--- src/rtl/core/pgm_pkg.sv ---
`timescale 1ns / 1ps
// ----------------------------------------------------------------------------
// pgm_pkg
// shared codes and byte constants of the path glob matcher
// ----------------------------------------------------------------------------
package pgm_pkg;

   typedef logic [7:0] byte_type;
   typedef logic [1:0] verdict_type;
   typedef logic [1:0] op_type;

   // commands
   localparam op_type OP_PATTERN = 2'd0;
   localparam op_type OP_NAME    = 2'd1;
   localparam op_type OP_RUN     = 2'd2;

   // verdicts
   localparam verdict_type V_NOMATCH  = 2'd0;
   localparam verdict_type V_MATCH    = 2'd1;
   localparam verdict_type V_BAD      = 2'd2;
   localparam verdict_type V_OVERFLOW = 2'd3;

   // glob syntax bytes
   localparam byte_type CH_STAR   = 8'h2A;
   localparam byte_type CH_QUEST  = 8'h3F;
   localparam byte_type CH_LBRACK = 8'h5B;
   localparam byte_type CH_RBRACK = 8'h5D;
   localparam byte_type CH_BSLASH = 8'h5C;
   localparam byte_type CH_CARET  = 8'h5E;
   localparam byte_type CH_DASH   = 8'h2D;
   localparam byte_type CH_SLASH  = 8'h2F;

endpackage

--- src/rtl/core/pgm_ram.sv ---
`timescale 1ns / 1ps
`default_nettype none
// ----------------------------------------------------------------------------
// pgm_ram
// single write port, single read port ram with registered read data
// ----------------------------------------------------------------------------
module pgm_ram #(
   parameter int WIDTH = 8,
   parameter int DEPTH = 64
) (
   input  wire logic                     clock,
   input  wire logic                     wr_en,
   input  wire logic [$clog2(DEPTH)-1:0] wr_addr,
   input  wire logic [WIDTH-1:0]         wr_data,
   input  wire logic [$clog2(DEPTH)-1:0] rd_addr,
   output logic      [WIDTH-1:0]         rd_data
);

   logic [WIDTH-1:0] mem_ff [DEPTH];

   always_ff @(posedge clock) begin
      if (wr_en) begin
         mem_ff[wr_addr] <= wr_data;
      end
      rd_data <= mem_ff[rd_addr];
   end

endmodule
`default_nettype wire

--- src/rtl/core/path_glob_matcher_unit.sv ---
`timescale 1ns / 1ps
`default_nettype none
// ----------------------------------------------------------------------------
// path_glob_matcher_unit
// path-style glob matcher: loads a pattern and a name, answers one verdict
// ----------------------------------------------------------------------------
// A beat is accepted when start is high and busy is low. Pattern and name
// bytes load one per cycle while busy is low and never raise busy. A run
// beat raises busy while a small sequencer walks both rams; every ram read
// has an address phase, then a registered data phase, and with a leading
// star the chunk is retried at each later name position. A run with an
// overflow flag pending answers on the next cycle. The verdict is shown for
// exactly one cycle with rsp_valid high; the receiver cannot stall it, so it
// must take it in that cycle. Both stores are empty again after each run.
// ----------------------------------------------------------------------------
module path_glob_matcher_unit
   import pgm_pkg::*;
#(
   parameter int PATTERN_DEPTH = 64,
   parameter int NAME_DEPTH    = 64
) (
   input  wire logic        clock,
   input  wire logic        reset,
   input  wire logic        start,
   output logic             busy,
   input  wire logic [1:0]  req_op,
   input  wire logic [7:0]  req_symbol,
   output logic             rsp_valid,
   output logic [1:0]       rsp_verdict
);

   localparam int PAW = $clog2(PATTERN_DEPTH);
   localparam int PCW = $clog2(PATTERN_DEPTH + 1);
   localparam int NAW = $clog2(NAME_DEPTH);
   localparam int NCW = $clog2(NAME_DEPTH + 1);

   // sequencer states
   localparam logic [3:0] S_IDLE    = 4'd0;
   localparam logic [3:0] S_MAIN    = 4'd1;   // next chunk or final verdict
   localparam logic [3:0] S_NC_STAR = 4'd2;   // skip leading stars
   localparam logic [3:0] S_NC_BODY = 4'd3;   // find chunk end
   localparam logic [3:0] S_AFTER   = 4'd4;   // chunk split done
   localparam logic [3:0] S_SLASH   = 4'd5;   // trailing star: scan for slash
   localparam logic [3:0] S_CM      = 4'd6;   // chunk match loop head
   localparam logic [3:0] S_CM_ESC  = 4'd7;   // escaped literal
   localparam logic [3:0] S_CL_NEG  = 4'd8;   // class caret check
   localparam logic [3:0] S_CL_BND  = 4'd9;   // class bound or close
   localparam logic [3:0] S_CL_ESC  = 4'd10;  // escaped class bound
   localparam logic [3:0] S_CL_DASH = 4'd11;  // range dash check
   localparam logic [3:0] S_RESULT  = 4'd12;  // chunk match outcome
   localparam logic [3:0] S_RETRY   = 4'd13;  // star retry at later position

   // walk modes
   localparam logic [1:0] M_MAIN  = 2'd0;
   localparam logic [1:0] M_RETRY = 2'd1;
   localparam logic [1:0] M_DRAIN = 2'd2;   // mismatch seen, syntax check only

   logic [3:0]     state_ff, state_in;
   logic [1:0]     mode_ff, mode_in;
   logic           ph_ff, ph_in;            // 0 address phase, 1 data phase
   logic [PCW-1:0] pc_ff, pc_in;
   logic [NCW-1:0] nc_ff, nc_in;
   logic           ovf_ff, ovf_in;
   logic [PCW-1:0] pp_ff, pp_in;
   logic [PCW-1:0] q_ff, q_in;
   logic [PCW-1:0] cs_ff, cs_in;
   logic [PCW-1:0] ce_ff, ce_in;
   logic [PCW-1:0] i_ff, i_in;
   logic [NCW-1:0] np_ff, np_in;
   logic [NCW-1:0] sp_ff, sp_in;
   logic [NCW-1:0] n_ff, n_in;
   logic           star_ff, star_in;
   logic           incls_ff, incls_in;
   logic           failed_ff, failed_in;
   logic           neg_ff, neg_in;
   logic           hit_ff, hit_in;
   logic           have_ff, have_in;
   logic           hiph_ff, hiph_in;
   byte_type       rv_ff, rv_in;
   byte_type       lo_ff, lo_in;
   logic           rsp_valid_ff, rsp_valid_in;
   verdict_type    rsp_verdict_ff, rsp_verdict_in;

   logic           fin;
   verdict_type    fin_verdict;
   logic           bound_done;
   byte_type       bound;

   logic           accept;
   logic           pat_we, name_we;
   logic [PAW-1:0] pat_raddr;
   logic [NAW-1:0] name_raddr;
   byte_type       pdata, ndata;

   assign busy        = (state_ff != S_IDLE);
   assign accept      = start && !busy;
   assign rsp_valid   = rsp_valid_ff;
   assign rsp_verdict = rsp_verdict_ff;

   // load writes at the fill count; full stores drop the byte
   assign pat_we  = accept && (req_op == OP_PATTERN) && (pc_ff != PCW'(PATTERN_DEPTH));
   assign name_we = accept && (req_op == OP_NAME) && (nc_ff != NCW'(NAME_DEPTH));

   // chunk split reads at q, chunk match at i; name at sp or n
   assign pat_raddr  = (state_ff == S_NC_STAR || state_ff == S_NC_BODY) ?
                       q_ff[PAW-1:0] : i_ff[PAW-1:0];
   assign name_raddr = (state_ff == S_CM || state_ff == S_CM_ESC) ?
                       sp_ff[NAW-1:0] : n_ff[NAW-1:0];

   pgm_ram #(.WIDTH(8), .DEPTH(PATTERN_DEPTH)) u_pat_ram (
      .clock   (clock),
      .wr_en   (pat_we),
      .wr_addr (pc_ff[PAW-1:0]),
      .wr_data (req_symbol),
      .rd_addr (pat_raddr),
      .rd_data (pdata)
   );

   pgm_ram #(.WIDTH(8), .DEPTH(NAME_DEPTH)) u_name_ram (
      .clock   (clock),
      .wr_en   (name_we),
      .wr_addr (nc_ff[NAW-1:0]),
      .wr_data (req_symbol),
      .rd_addr (name_raddr),
      .rd_data (ndata)
   );

   always_comb begin
      state_in       = state_ff;
      mode_in        = mode_ff;
      ph_in          = ph_ff;
      pc_in          = pc_ff;
      nc_in          = nc_ff;
      ovf_in         = ovf_ff;
      pp_in          = pp_ff;
      q_in           = q_ff;
      cs_in          = cs_ff;
      ce_in          = ce_ff;
      i_in           = i_ff;
      np_in          = np_ff;
      sp_in          = sp_ff;
      n_in           = n_ff;
      star_in        = star_ff;
      incls_in       = incls_ff;
      failed_in      = failed_ff;
      neg_in         = neg_ff;
      hit_in         = hit_ff;
      have_in        = have_ff;
      hiph_in        = hiph_ff;
      rv_in          = rv_ff;
      lo_in          = lo_ff;
      rsp_valid_in   = 1'b0;
      rsp_verdict_in = rsp_verdict_ff;
      fin            = 1'b0;
      fin_verdict    = V_NOMATCH;
      bound_done     = 1'b0;
      bound          = pdata;

      case (state_ff)
         S_IDLE: begin
            if (accept) begin
               case (req_op)
                  OP_PATTERN: begin
                     if (pat_we) pc_in = pc_ff + PCW'(1);
                     else        ovf_in = 1'b1;
                  end
                  OP_NAME: begin
                     if (name_we) nc_in = nc_ff + NCW'(1);
                     else         ovf_in = 1'b1;
                  end
                  OP_RUN: begin
                     if (ovf_ff) begin
                        fin         = 1'b1;
                        fin_verdict = V_OVERFLOW;
                     end else begin
                        pp_in    = '0;
                        np_in    = '0;
                        mode_in  = M_MAIN;
                        ph_in    = 1'b0;
                        state_in = S_MAIN;
                     end
                  end
                  default: ;
               endcase
            end
         end

         S_MAIN: begin
            if (pp_ff >= pc_ff) begin
               fin = 1'b1;
               fin_verdict = (mode_ff == M_DRAIN || np_ff != nc_ff) ? V_NOMATCH : V_MATCH;
            end else begin
               q_in     = pp_ff;
               star_in  = 1'b0;
               state_in = S_NC_STAR;
            end
         end

         S_NC_STAR: begin
            if (!ph_ff) begin
               if (q_ff >= pc_ff) begin
                  cs_in    = q_ff;
                  incls_in = 1'b0;
                  state_in = S_NC_BODY;
               end else begin
                  ph_in = 1'b1;
               end
            end else begin
               ph_in = 1'b0;
               if (pdata == CH_STAR) begin
                  q_in    = q_ff + PCW'(1);
                  star_in = 1'b1;
               end else begin
                  cs_in    = q_ff;
                  incls_in = 1'b0;
                  state_in = S_NC_BODY;
               end
            end
         end

         S_NC_BODY: begin
            if (!ph_ff) begin
               if (q_ff >= pc_ff) begin
                  ce_in    = q_ff;
                  state_in = S_AFTER;
               end else begin
                  ph_in = 1'b1;
               end
            end else begin
               ph_in = 1'b0;
               case (pdata)
                  CH_BSLASH: begin
                     if (({1'b0, q_ff} + (PCW + 1)'(1)) < {1'b0, pc_ff})
                        q_in = q_ff + PCW'(2);
                     else
                        q_in = q_ff + PCW'(1);
                  end
                  CH_LBRACK: begin
                     incls_in = 1'b1;
                     q_in     = q_ff + PCW'(1);
                  end
                  CH_RBRACK: begin
                     incls_in = 1'b0;
                     q_in     = q_ff + PCW'(1);
                  end
                  CH_STAR: begin
                     if (incls_ff) begin
                        q_in = q_ff + PCW'(1);
                     end else begin
                        ce_in    = q_ff;
                        state_in = S_AFTER;
                     end
                  end
                  default: q_in = q_ff + PCW'(1);
               endcase
            end
         end

         S_AFTER: begin
            if (mode_ff == M_DRAIN) begin
               i_in      = cs_ff;
               sp_in     = nc_ff;
               failed_in = 1'b0;
               state_in  = S_CM;
            end else if (star_ff && ce_ff == cs_ff) begin
               n_in     = np_ff;
               state_in = S_SLASH;
            end else begin
               i_in      = cs_ff;
               sp_in     = np_ff;
               failed_in = 1'b0;
               state_in  = S_CM;
            end
         end

         S_SLASH: begin
            if (!ph_ff) begin
               if (n_ff >= nc_ff) begin
                  fin         = 1'b1;
                  fin_verdict = V_MATCH;
               end else begin
                  ph_in = 1'b1;
               end
            end else begin
               ph_in = 1'b0;
               if (ndata == CH_SLASH) begin
                  fin         = 1'b1;
                  fin_verdict = V_NOMATCH;
               end else begin
                  n_in = n_ff + NCW'(1);
               end
            end
         end

         S_CM: begin
            if (!ph_ff) begin
               if (i_ff >= ce_ff) begin
                  state_in = S_RESULT;
               end else begin
                  failed_in = failed_ff || (sp_ff >= nc_ff);
                  ph_in     = 1'b1;
               end
            end else begin
               ph_in = 1'b0;
               case (pdata)
                  CH_LBRACK: begin
                     if (!failed_ff) begin
                        rv_in = ndata;
                        sp_in = sp_ff + NCW'(1);
                     end else begin
                        rv_in = '0;
                     end
                     i_in     = i_ff + PCW'(1);
                     neg_in   = 1'b0;
                     hit_in   = 1'b0;
                     have_in  = 1'b0;
                     hiph_in  = 1'b0;
                     state_in = S_CL_NEG;
                  end
                  CH_QUEST: begin
                     if (!failed_ff) begin
                        if (ndata == CH_SLASH) failed_in = 1'b1;
                        sp_in = sp_ff + NCW'(1);
                     end
                     i_in = i_ff + PCW'(1);
                  end
                  CH_BSLASH: begin
                     if (({1'b0, i_ff} + (PCW + 1)'(1)) >= {1'b0, ce_ff}) begin
                        fin         = 1'b1;
                        fin_verdict = V_BAD;
                     end else begin
                        i_in     = i_ff + PCW'(1);
                        state_in = S_CM_ESC;
                     end
                  end
                  default: begin
                     if (!failed_ff) begin
                        if (pdata != ndata) failed_in = 1'b1;
                        sp_in = sp_ff + NCW'(1);
                     end
                     i_in = i_ff + PCW'(1);
                  end
               endcase
            end
         end

         S_CM_ESC: begin
            if (!ph_ff) begin
               ph_in = 1'b1;
            end else begin
               ph_in = 1'b0;
               if (!failed_ff) begin
                  if (pdata != ndata) failed_in = 1'b1;
                  sp_in = sp_ff + NCW'(1);
               end
               i_in     = i_ff + PCW'(1);
               state_in = S_CM;
            end
         end

         S_CL_NEG: begin
            if (!ph_ff) begin
               if (i_ff >= ce_ff) state_in = S_CL_BND;
               else               ph_in = 1'b1;
            end else begin
               ph_in = 1'b0;
               if (pdata == CH_CARET) begin
                  neg_in = 1'b1;
                  i_in   = i_ff + PCW'(1);
               end
               state_in = S_CL_BND;
            end
         end

         S_CL_BND: begin
            if (!ph_ff) begin
               if (i_ff >= ce_ff) begin
                  fin         = 1'b1;
                  fin_verdict = V_BAD;
               end else begin
                  ph_in = 1'b1;
               end
            end else begin
               ph_in = 1'b0;
               if (pdata == CH_RBRACK && have_ff && !hiph_ff) begin
                  // class closes
                  i_in = i_ff + PCW'(1);
                  if (hit_ff == neg_ff) failed_in = 1'b1;
                  state_in = S_CM;
               end else if (pdata == CH_DASH || pdata == CH_RBRACK) begin
                  fin         = 1'b1;
                  fin_verdict = V_BAD;
               end else if (({1'b0, i_ff} + (PCW + 1)'(1)) >= {1'b0, ce_ff}) begin
                  fin         = 1'b1;
                  fin_verdict = V_BAD;
               end else if (pdata == CH_BSLASH) begin
                  i_in     = i_ff + PCW'(1);
                  state_in = S_CL_ESC;
               end else begin
                  i_in       = i_ff + PCW'(1);
                  bound_done = 1'b1;
               end
            end
         end

         S_CL_ESC: begin
            if (!ph_ff) begin
               ph_in = 1'b1;
            end else begin
               ph_in = 1'b0;
               if (({1'b0, i_ff} + (PCW + 1)'(1)) >= {1'b0, ce_ff}) begin
                  fin         = 1'b1;
                  fin_verdict = V_BAD;
               end else begin
                  i_in       = i_ff + PCW'(1);
                  bound_done = 1'b1;
               end
            end
         end

         S_CL_DASH: begin
            if (!ph_ff) begin
               ph_in = 1'b1;
            end else begin
               ph_in = 1'b0;
               if (pdata == CH_DASH) begin
                  i_in     = i_ff + PCW'(1);
                  hiph_in  = 1'b1;
               end else begin
                  if (lo_ff == rv_ff) hit_in = 1'b1;
                  have_in = 1'b1;
               end
               state_in = S_CL_BND;
            end
         end

         S_RESULT: begin
            case (mode_ff)
               M_MAIN: begin
                  if (!failed_ff && (sp_ff == nc_ff || ce_ff < pc_ff)) begin
                     np_in    = sp_ff;
                     pp_in    = ce_ff;
                     state_in = S_MAIN;
                  end else if (star_ff) begin
                     n_in     = np_ff;
                     mode_in  = M_RETRY;
                     state_in = S_RETRY;
                  end else begin
                     pp_in    = ce_ff;
                     mode_in  = M_DRAIN;
                     state_in = S_MAIN;
                  end
               end
               M_RETRY: begin
                  if (!failed_ff && !(ce_ff >= pc_ff && sp_ff < nc_ff)) begin
                     np_in    = sp_ff;
                     pp_in    = ce_ff;
                     mode_in  = M_MAIN;
                     state_in = S_MAIN;
                  end else begin
                     n_in     = n_ff + NCW'(1);
                     state_in = S_RETRY;
                  end
               end
               default: begin
                  pp_in    = ce_ff;
                  state_in = S_MAIN;
               end
            endcase
         end

         S_RETRY: begin
            if (!ph_ff) begin
               if (n_ff >= nc_ff) begin
                  pp_in    = ce_ff;
                  mode_in  = M_DRAIN;
                  state_in = S_MAIN;
               end else begin
                  ph_in = 1'b1;
               end
            end else begin
               ph_in = 1'b0;
               if (ndata == CH_SLASH) begin
                  pp_in    = ce_ff;
                  mode_in  = M_DRAIN;
                  state_in = S_MAIN;
               end else begin
                  i_in      = cs_ff;
                  sp_in     = n_ff + NCW'(1);
                  failed_in = 1'b0;
                  state_in  = S_CM;
               end
            end
         end

         default: state_in = S_IDLE;
      endcase

      // a class bound is in hand: low bound waits for a dash, high bound closes a range
      if (bound_done) begin
         if (!hiph_ff) begin
            lo_in    = bound;
            state_in = S_CL_DASH;
         end else begin
            if (lo_ff <= rv_ff && rv_ff <= bound) hit_in = 1'b1;
            have_in  = 1'b1;
            hiph_in  = 1'b0;
            state_in = S_CL_BND;
         end
      end

      // verdict beat, stores emptied
      if (fin) begin
         rsp_valid_in   = 1'b1;
         rsp_verdict_in = fin_verdict;
         pc_in          = '0;
         nc_in          = '0;
         ovf_in         = 1'b0;
         ph_in          = 1'b0;
         state_in       = S_IDLE;
      end
   end

   always_ff @(posedge clock) begin
      if (reset) begin
         state_ff     <= S_IDLE;
         mode_ff      <= M_MAIN;
         ph_ff        <= 1'b0;
         pc_ff        <= '0;
         nc_ff        <= '0;
         ovf_ff       <= 1'b0;
         pp_ff        <= '0;
         q_ff         <= '0;
         cs_ff        <= '0;
         ce_ff        <= '0;
         i_ff         <= '0;
         np_ff        <= '0;
         sp_ff        <= '0;
         n_ff         <= '0;
         failed_ff    <= 1'b0;
         rsp_valid_ff <= 1'b0;
      end else begin
         state_ff     <= state_in;
         mode_ff      <= mode_in;
         ph_ff        <= ph_in;
         pc_ff        <= pc_in;
         nc_ff        <= nc_in;
         ovf_ff       <= ovf_in;
         pp_ff        <= pp_in;
         q_ff         <= q_in;
         cs_ff        <= cs_in;
         ce_ff        <= ce_in;
         i_ff         <= i_in;
         np_ff        <= np_in;
         sp_ff        <= sp_in;
         n_ff         <= n_in;
         failed_ff    <= failed_in;
         rsp_valid_ff <= rsp_valid_in;
      end
      star_ff        <= star_in;
      incls_ff       <= incls_in;
      neg_ff         <= neg_in;
      hit_ff         <= hit_in;
      have_ff        <= have_in;
      hiph_ff        <= hiph_in;
      rv_ff          <= rv_in;
      lo_ff          <= lo_in;
      rsp_verdict_ff <= rsp_verdict_in;
   end

`ifndef SYNTHESIS
   // a verdict beat always comes with both stores emptied
   a_cleared_on_verdict: assert property (@(posedge clock) disable iff (reset)
      rsp_valid_ff |-> (pc_ff == '0 && nc_ff == '0 && !ovf_ff))
      else $error("stores not cleared with verdict");

   // a walk never runs with an overflow pending
   a_no_walk_on_overflow: assert property (@(posedge clock) disable iff (reset)
      busy |-> !ovf_ff)
      else $error("walk started with overflow pending");

   // chunk match reads stay inside the chunk
   a_cm_in_chunk: assert property (@(posedge clock) disable iff (reset)
      (state_ff == S_CM && ph_ff) |-> (i_ff < ce_ff && ce_ff <= pc_ff))
      else $error("chunk match read outside chunk");

   // load counts never pass capacity
   a_count_bound: assert property (@(posedge clock) disable iff (reset)
      (pc_ff <= PCW'(PATTERN_DEPTH) && nc_ff <= NCW'(NAME_DEPTH)))
      else $error("fill count past capacity");
`endif

endmodule
`default_nettype wire
--- config.mk ---
export PLATFORM = sky130hd
export DESIGN_NAME = path_glob_matcher_unit
export DESIGN_NICKNAME = d
export VERILOG_FILES = /design/src/rtl/core/pgm_pkg.sv /design/src/rtl/core/pgm_ram.sv /design/src/rtl/core/path_glob_matcher_unit.sv
export SDC_FILE = /design/constraint.sdc
export NUM_CORES = 2
export LEC_CHECK = 0
export BUFFER_PORTS_ARGS = -buffer_cell sky130_fd_sc_hd__buf_2
export CAP_MARGIN = 20
export CELL_PAD_IN_SITES_DETAIL_PLACEMENT = 0
export CELL_PAD_IN_SITES_GLOBAL_PLACEMENT = 2
export CORE_ASPECT_RATIO = 1.75
export CORE_MARGIN = 2
export CORE_UTILIZATION = 25
export DETAILED_ROUTE_END_ITERATION = 6
export GPL_ROUTABILITY_DRIVEN = 0
export PLACE_DENSITY_LB_ADDON = 0.1
export SYNTH_ARGS = -nofsm -noshare
export SYNTH_HDL_FRONTEND = slang
export SYNTH_SLANG_ARGS = --single-unit
--- constraint.sdc ---
create_clock -name clock -period 4.6 [get_ports clock]
set_clock_uncertainty 0.2 [all_clocks]
set_input_delay 1.38 -clock clock [delete_from_list [all_inputs] [get_ports clock]]
set_output_delay 1.38 -clock clock [all_outputs]
set_load 0.02 [all_outputs]
=== Yosys cells after proc, flatten, opt, wreduce, memory -nomap -nowiden ===
Memories as Yosys holds them, arrays and structs flattened. A register that Yosys moved wholly into a read port is not among the register bits.
Cells that the tools add are included.

* Logic and storage cells: 439
* Input port bits: 13
* Memory bits (read-only): 0
* Output and inout port bits: 4
* Bits in writable memories: 1024
* Latch bits: 0
* Register bits after elaboration: 104
* Memories kept: 2

* $mul: 0
* Add/subtract/negate cells: 9
* Equal/unequal tests: 101
* Shift operators: 0
* Bitwise logic cells: 1
* $lt $le $gt $ge: 12
* Reduce and logical (&&, ||, !) cells: 66
* Mux-type cells: 223
* Div/mod/pow operators: 0

{| class="wikitable"
|+ Memories
! memory !! depth !! bits a word !! read ports !! clocked after Yosys merged registers in !! write ports !! RTL line !! text
|-
| u_name_ram.mem_ff || 64 || 8 || 1 || 1 || 1 || pgm_ram.sv:19 || <nowiki>logic [WIDTH-1:0] mem_ff [DEPTH];</nowiki>
|-
| u_pat_ram.mem_ff || 64 || 8 || 1 || 1 || 1 || pgm_ram.sv:19 ||
|}

{| class="wikitable"
|+ Operators with widths
! operator !! count
|-
| $mux 7 || 52
|-
| $mux 4 || 29
|-
| $mux 1 || 86
|-
| $pmux 7 s2 || 5
|-
| $pmux 7 s3 || 3
|-
| $ne 3x3->1 const B || 20
|-
| $pmux 7 s8 || 1
|-
| $ne 2x2->1 const B || 27
|-
| $pmux 4 s13 || 1
|-
| $mux 2 || 24
|-
| $add 7x1->7 const B || 6
|-
| $ge 7x7->1 || 6
|-
| $eq 8x6->1 const B || 4
|-
| $eq 8x7->1 const B || 4
|-
| $ne 4x4->1 const B || 8
|-
| $pmux 7 s4 || 1
|-
| $eq 4x4->1 const B || 6
|-
| $reduce_and 21->1 || 1
|-
| $pmux 1 s2 || 10
|-
| $reduce_and 4->1 || 5
|-
| $reduce_and 9->1 || 2
|-
| $add 7x1->8 const B || 2
|-
| $eq 4x3->1 const B || 4
|-
| $le 8x8->1 || 2
|-
| 49 further kinds || 103
|}

=== Depth between registers and ports, before layout ===
* Word-level depth: 9
* Depth in mapped cells: 14
* Mapped depth without buffers: 12

=== Modules after synthesis ===
From an unflattened synthesis, not the netlist that was laid out.

* Cell total of the unflattened synthesis: 2962
* Area total of the unflattened synthesis: 48519.0 µm²

{| class="wikitable"
|+ Modules (own cells, without submodules)
! module !! cells an instance !! area an instance (µm²) !! times used !! seq. area each (µm²)
|-
| pgm_ram || 972 || 20190.6 || 2 || 15534.9
|-
| path_glob_matcher_unit || 1018 || 8137.8 || 1 || 2292.2
|}

=== Worst setup path after synthesis ===
Ideal clock, no wire load.

* Path type: in2reg
* Start point: in req_op[1]
* End point: mem u_pat_ram.mem_ff[59][0], enable pin
* Slack: 1064 ps
* Setup time: 370 ps
* Data required time: 4030 ps
* Buffers on the path: 1
* Arrival: 2966 ps
* Stages on the path: 6
* Cells stage by stage: nand3b_1 -> or3_1 -> clkbuf_1 -> nor2_1 -> nand3_1 -> nor2_1

* Word-level cells in the longest chain between the ends: 5

{| class="wikitable"
|+ RTL lines
! item !! RTL line !! text
|-
| start, declared || path_glob_matcher_unit.sv:26 || <nowiki>input wire logic [1:0] req_op,</nowiki>
|-
| $logic_not 2->1 || path_glob_matcher_unit.sv:101 || <nowiki>assign pat_we = accept && (req_op == OP_PATTERN) && (pc_ff != PCW'(PATTERN_DEPTH));</nowiki>
|-
| $logic_and 1x1->1 (2 in series) || path_glob_matcher_unit.sv:101 ||
|-
| $mux 1 || pgm_ram.sv:22 || <nowiki>if (wr_en) begin</nowiki>
|-
| $mux 1 (implied by the code) || pgm_ram.sv:23 || <nowiki>mem_ff[wr_addr] <= wr_data;</nowiki>
|-
| end, declared || pgm_ram.sv:19 ||
|}

No other way between the ends.

=== Worst setup path after layout ===
* Start point: reg i_ff[0]
* End point: reg nc_ff[5]

* Word-level cells in the longest chain between the ends: 8
* Elaborated cells on any way between the ends: 13
* Those cells by class: add/sub: 1; order compare: 2; mux: 9; reduce/logical: 1

{| class="wikitable"
|+ RTL lines
! item !! RTL line !! text
|-
| start, declared || path_glob_matcher_unit.sv:68 || <nowiki>logic [PCW-1:0] i_ff, i_in;</nowiki>
|-
| start signal, assigned || path_glob_matcher_unit.sv:553 || <nowiki>i_ff <= i_in;</nowiki>
|-
| $add 7x1->8 || path_glob_matcher_unit.sv:328, path_glob_matcher_unit.sv:393, path_glob_matcher_unit.sv:411 ||
|-
| $ge 8x7->1 || path_glob_matcher_unit.sv:328, path_glob_matcher_unit.sv:393, path_glob_matcher_unit.sv:411 ||
|-
| $mux 1 || path_glob_matcher_unit.sv:328, path_glob_matcher_unit.sv:393, path_glob_matcher_unit.sv:411 ||
|-
| $mux 1 || path_glob_matcher_unit.sv:390 || <nowiki>end else if (pdata == CH_DASH || pdata == CH_RBRACK) begin</nowiki>
|-
| $mux 1 || path_glob_matcher_unit.sv:385 || <nowiki>if (pdata == CH_RBRACK && have_ff && !hiph_ff) begin</nowiki>
|-
| $mux 1 || path_glob_matcher_unit.sv:376 || <nowiki>if (!ph_ff) begin</nowiki>
|-
| $pmux 1 s6 * || path_glob_matcher_unit.sv:159 || <nowiki>case (state_ff)</nowiki>
|-
| $reduce_or 2->1 (no source line) * || -- ||
|-
| end signal, assigned || path_glob_matcher_unit.sv:547 || <nowiki>nc_ff <= nc_in;</nowiki>
|-
| end, declared || path_glob_matcher_unit.sv:62 || <nowiki>logic [NCW-1:0] nc_ff, nc_in;</nowiki>
|}

Every way passes the cells marked *; elsewhere a longest branch is shown, timed or not.
A chain may end at the register's enable or synchronous reset.

==> impl_metrics.json <==
{
  "status": "finished, final reports clean",
  "grt_pass1_vias": 32990,
  "period_share_pct": 87.16,
  "synth-seq-cells": 1144,
  "critPathKind": "reg -> reg",
  "grt_pass1_wl_mm": 262.5,
  "hold_slack_ns": 0.3247,
  "cts.sinks": 1144,
  "syn2layout_area_growth_pct": 17.90,
  "use_met1_pct": 19.05,
  "ys_top_cells_by_count": "1,045 x edfxtp_1, 814 x nand2_1, 270 x nand3_1, 257 x nor2_1, 117 x nand4_1",
  "p_int_mw": 18.03,
  "design_area_um2": 57710,
  "grt_max_degree": 129,
  "met3_usage_pct": 1.866,
  "setup_ws_ns": 0.5907,
  "regToRegSetupSlack_ns": 0.59,
  "grt.busiest_layer": "met2",
  "synth_top_area_share_pct": 64.11,
  "place_ws_ns": 0.3766,
  "seqPwrFrac_pct": 47.5,
  "relSlewSlack_pct": 28.80,
  "async_flop_share_pct": 0,
  "post-synth-top-count-cell": "edfxtp_1",
  "cts_buffer_depth": 3,
  "die_x_um": 338.5,
  "yosys_warnings": 0,
  "io_buffers": 16,
  "required_ns": 5.02,
  "coreArea_um2": 194400,
  "dieArea_um2": 199500,
  "post-cts-setup-buffers": 0,
  "grt_usage_pct": 18.44,
  "wire_per_inst_um": 27.84,
  "postRouteAntennaNets": 0,
  "cp-startpoint": "i_ff[0]$_SDFFE_PP0P_",
  "die_height_um": 589.3,
  "place_area_um2": 53680,
  "postCtsHoldBufs": 0,
  "met2_usage_pct": 38.03,
  "power_density_nw_per_um2": 425.0,
  "cts_max_level": 3,
  "synth_area_um2": 48940,
  "cts_tree": "yes",
  "synthTopCellsByArea": "edfxtp_1 64%, nand2_1 6.2%, dfxtp_1 4.0%",
  "p_switching_mw": 6.489,
  "r2r_start": "i_ff[0]$_SDFFE_PP0P_",
  "worstMarginPinSlew_ns": 1.060,
  "synth_edf_count": 1045,
  "maxCapViolations": 0,
  "arrival_ns": 4.43,
  "totalWireLength_mm": 186.8,
  "min_from": "ovf_ff$_SDFFE_PP0P_",
  "maxSlewViolCount": 0,
  "dpl.cell_count": 6493,
  "instances_no_fill": 6709,
  "initial_utilization_pct": 25.18,
  "cts_buffers": 115,
  "endpoint_kind": "flop",
  "irDropWorstVdd_mv": 0.5231,
  "tns_ns": 0,
  "hold_viol_final": 0,
  "power_mw": 24.52,
  "fp-row-count": 214,
  "nets": 4112,
  "dr.pass1.iters": 5,
  "io_pins": 17,
  "viasPerCell": 4.704,
  "comb_power_share_pct": 11.1,
  "clock_latency_ns": 0.77,
  "seq_area_frac_synth_pct": 68.16,
  "rsz0062_at_grt": "false",
  "synth_cell_types": 84,
  "vias": 31560,
  "synthCells": 3843,
  "antenna_found_initial": 7,
  "cp_max_fo": 15,
  "root_buffer": "clkbuf_16",
  "p_clk_share_pct": 41.4,
  "worst_setup_path_start_kind": "flop",
  "p_leak_nw": 19.53,
  "synthesis.nets": 3937,
  "yosys_most_used_dff": "edfxtp_1",
  "final_util_pct": 29.69,
  "clkSlewWorstSetupHoldPaths_ns": 0.07,
  "drc_errors": 0,
  "drive_gt1_share_pct": 13.46,
  "finalSetupViolCount": 0,
  "synth.avg_cell_area_um2": 12.74,
  "finalCriticalPeriod_ns": 4.009,
  "hpwl_mm": 129.6,
  "grt_overflow_total": 0,
  "drt-initial-drc-count": 2076,
  "switching_share_pct": 26.46,
  "hp-class": "reg -> reg",
  "cts_resized": 0,
  "yosys.area.top_type": "edfxtp_1",
  "fmax_ghz": 0.2494
}
-- layout make-up --
class / instances / area (um2)
fillers: 19960 / 136700
flip-flops and latches: 1144 / 33360
multi-input cells: 2418 / 14390
well taps: 2592 / 3243
clock buffers: 129 / 2952
repair buffers: 274 / 2439
clock inverters: 86 / 1071
inverters: 65 / 244.0
diodes: 1 / 2.502
-- flip-flops by register name (all words and copies together) (netlist names), 8 cells and up --
| name | cells |
|---|---|
| u_name_ram.mem_ff | 512 |
| lo_ff | 8 |
| u_name_ram.rd_data | 8 |
| rv_ff | 8 |
| u_pat_ram.mem_ff | 512 |
| u_pat_ram.rd_data | 8 |
-- layout by cell type (no fill, tap or decap), types with 10 or more instances in the layout --
cell / count
a31oi_1: 98
a32oi_1: 67
clkbuf_16: 116
nand3_1: 270
bufinv_16: 20
nand2b_1: 17
a22o_1: 30
a22oi_1: 11
nor3_1: 25
buf_4: 229
and4_1: 10
xor2_1: 23
clkbuf_1: 13
nand4_1: 117
and2_1: 13
a211oi_1: 54
dfxtp_1: 99
clkinvlp_4: 16
nand2_1: 814
clkinv_2: 21
nor2_1: 253
mux4_2: 33
o21ai_0: 51
clkinv_1: 24
a21o_1: 13
ha_1: 81
a31o_2: 17
edfxtp_1: 1045
or2_2: 14
buf_12: 30
nor2b_1: 27
a21oi_1: 55
and2_0: 23
mux2i_1: 102
inv_1: 60
xnor2_1: 32
-- worst paths after layout --
kind,end,cells after the start
setup / recovery,nc_ff[5]$_SDFFE_PP0P_,12
hold / removal,ovf_ff$_SDFFE_PP0P_,2
setup reg to reg,nc_ff[5]$_SDFFE_PP0P_,12
hold reg to reg,ovf_ff$_SDFFE_PP0P_,2
-- power by group through the flow --
stage | logic, mW | clock network [mW] | registers, mW
after global routing | 2.95 | 10.8 | 11.7
after CTS | 2.79 | 10.5 | 11.7
after floorplan | 1.55 | 0 | 11.7
after global placement | 2.79 | 0 | 11.9
after detailed placement | 2.78 | 0 | 11.9
final | 2.73 | 10.2 | 11.6
-- critical path, cell delays in order, from the launching register on --
cell	delay, ns
dfxtp_1	0.64
ha_1	0.32
nand3_1	0.14
nor2_1	0.18
xnor2_1	0.17
inv_1	0.07
ha_1	0.31
o2111ai_1	0.13
o211a_1	0.33
o31ai_1	0.58
a2111o_1	0.42
buf_4	0.34
nor2_1	0.08
-- layer usage --
| metal | up-vias | part of all wire (%) |
|---|---|---|
| li1 | 14700 | - |
| met4 | 4 | 3.0 |
| met5 | - | 0.014 |
| met3 | 203 | 2.4 |
| met2 | 457 | 58 |
| met1 | 16200 | 36 |
-- cells by family (layout without fill, tap and decap cells) --
logic type	Yosys count	after routing	share of synthesized area (%)
other cells	0	1	0
compound gates	480	480	7.063
mux	142	142	3.778
flops	1144	1144	68.16
xor+xnor	55	55	0.9842
fa+ha+maj	81	81	2.071
simple gates	1660	1660	15.33
buf+inv	281	554	2.610
No activity file was read; power rests on OpenSTA's default activity.
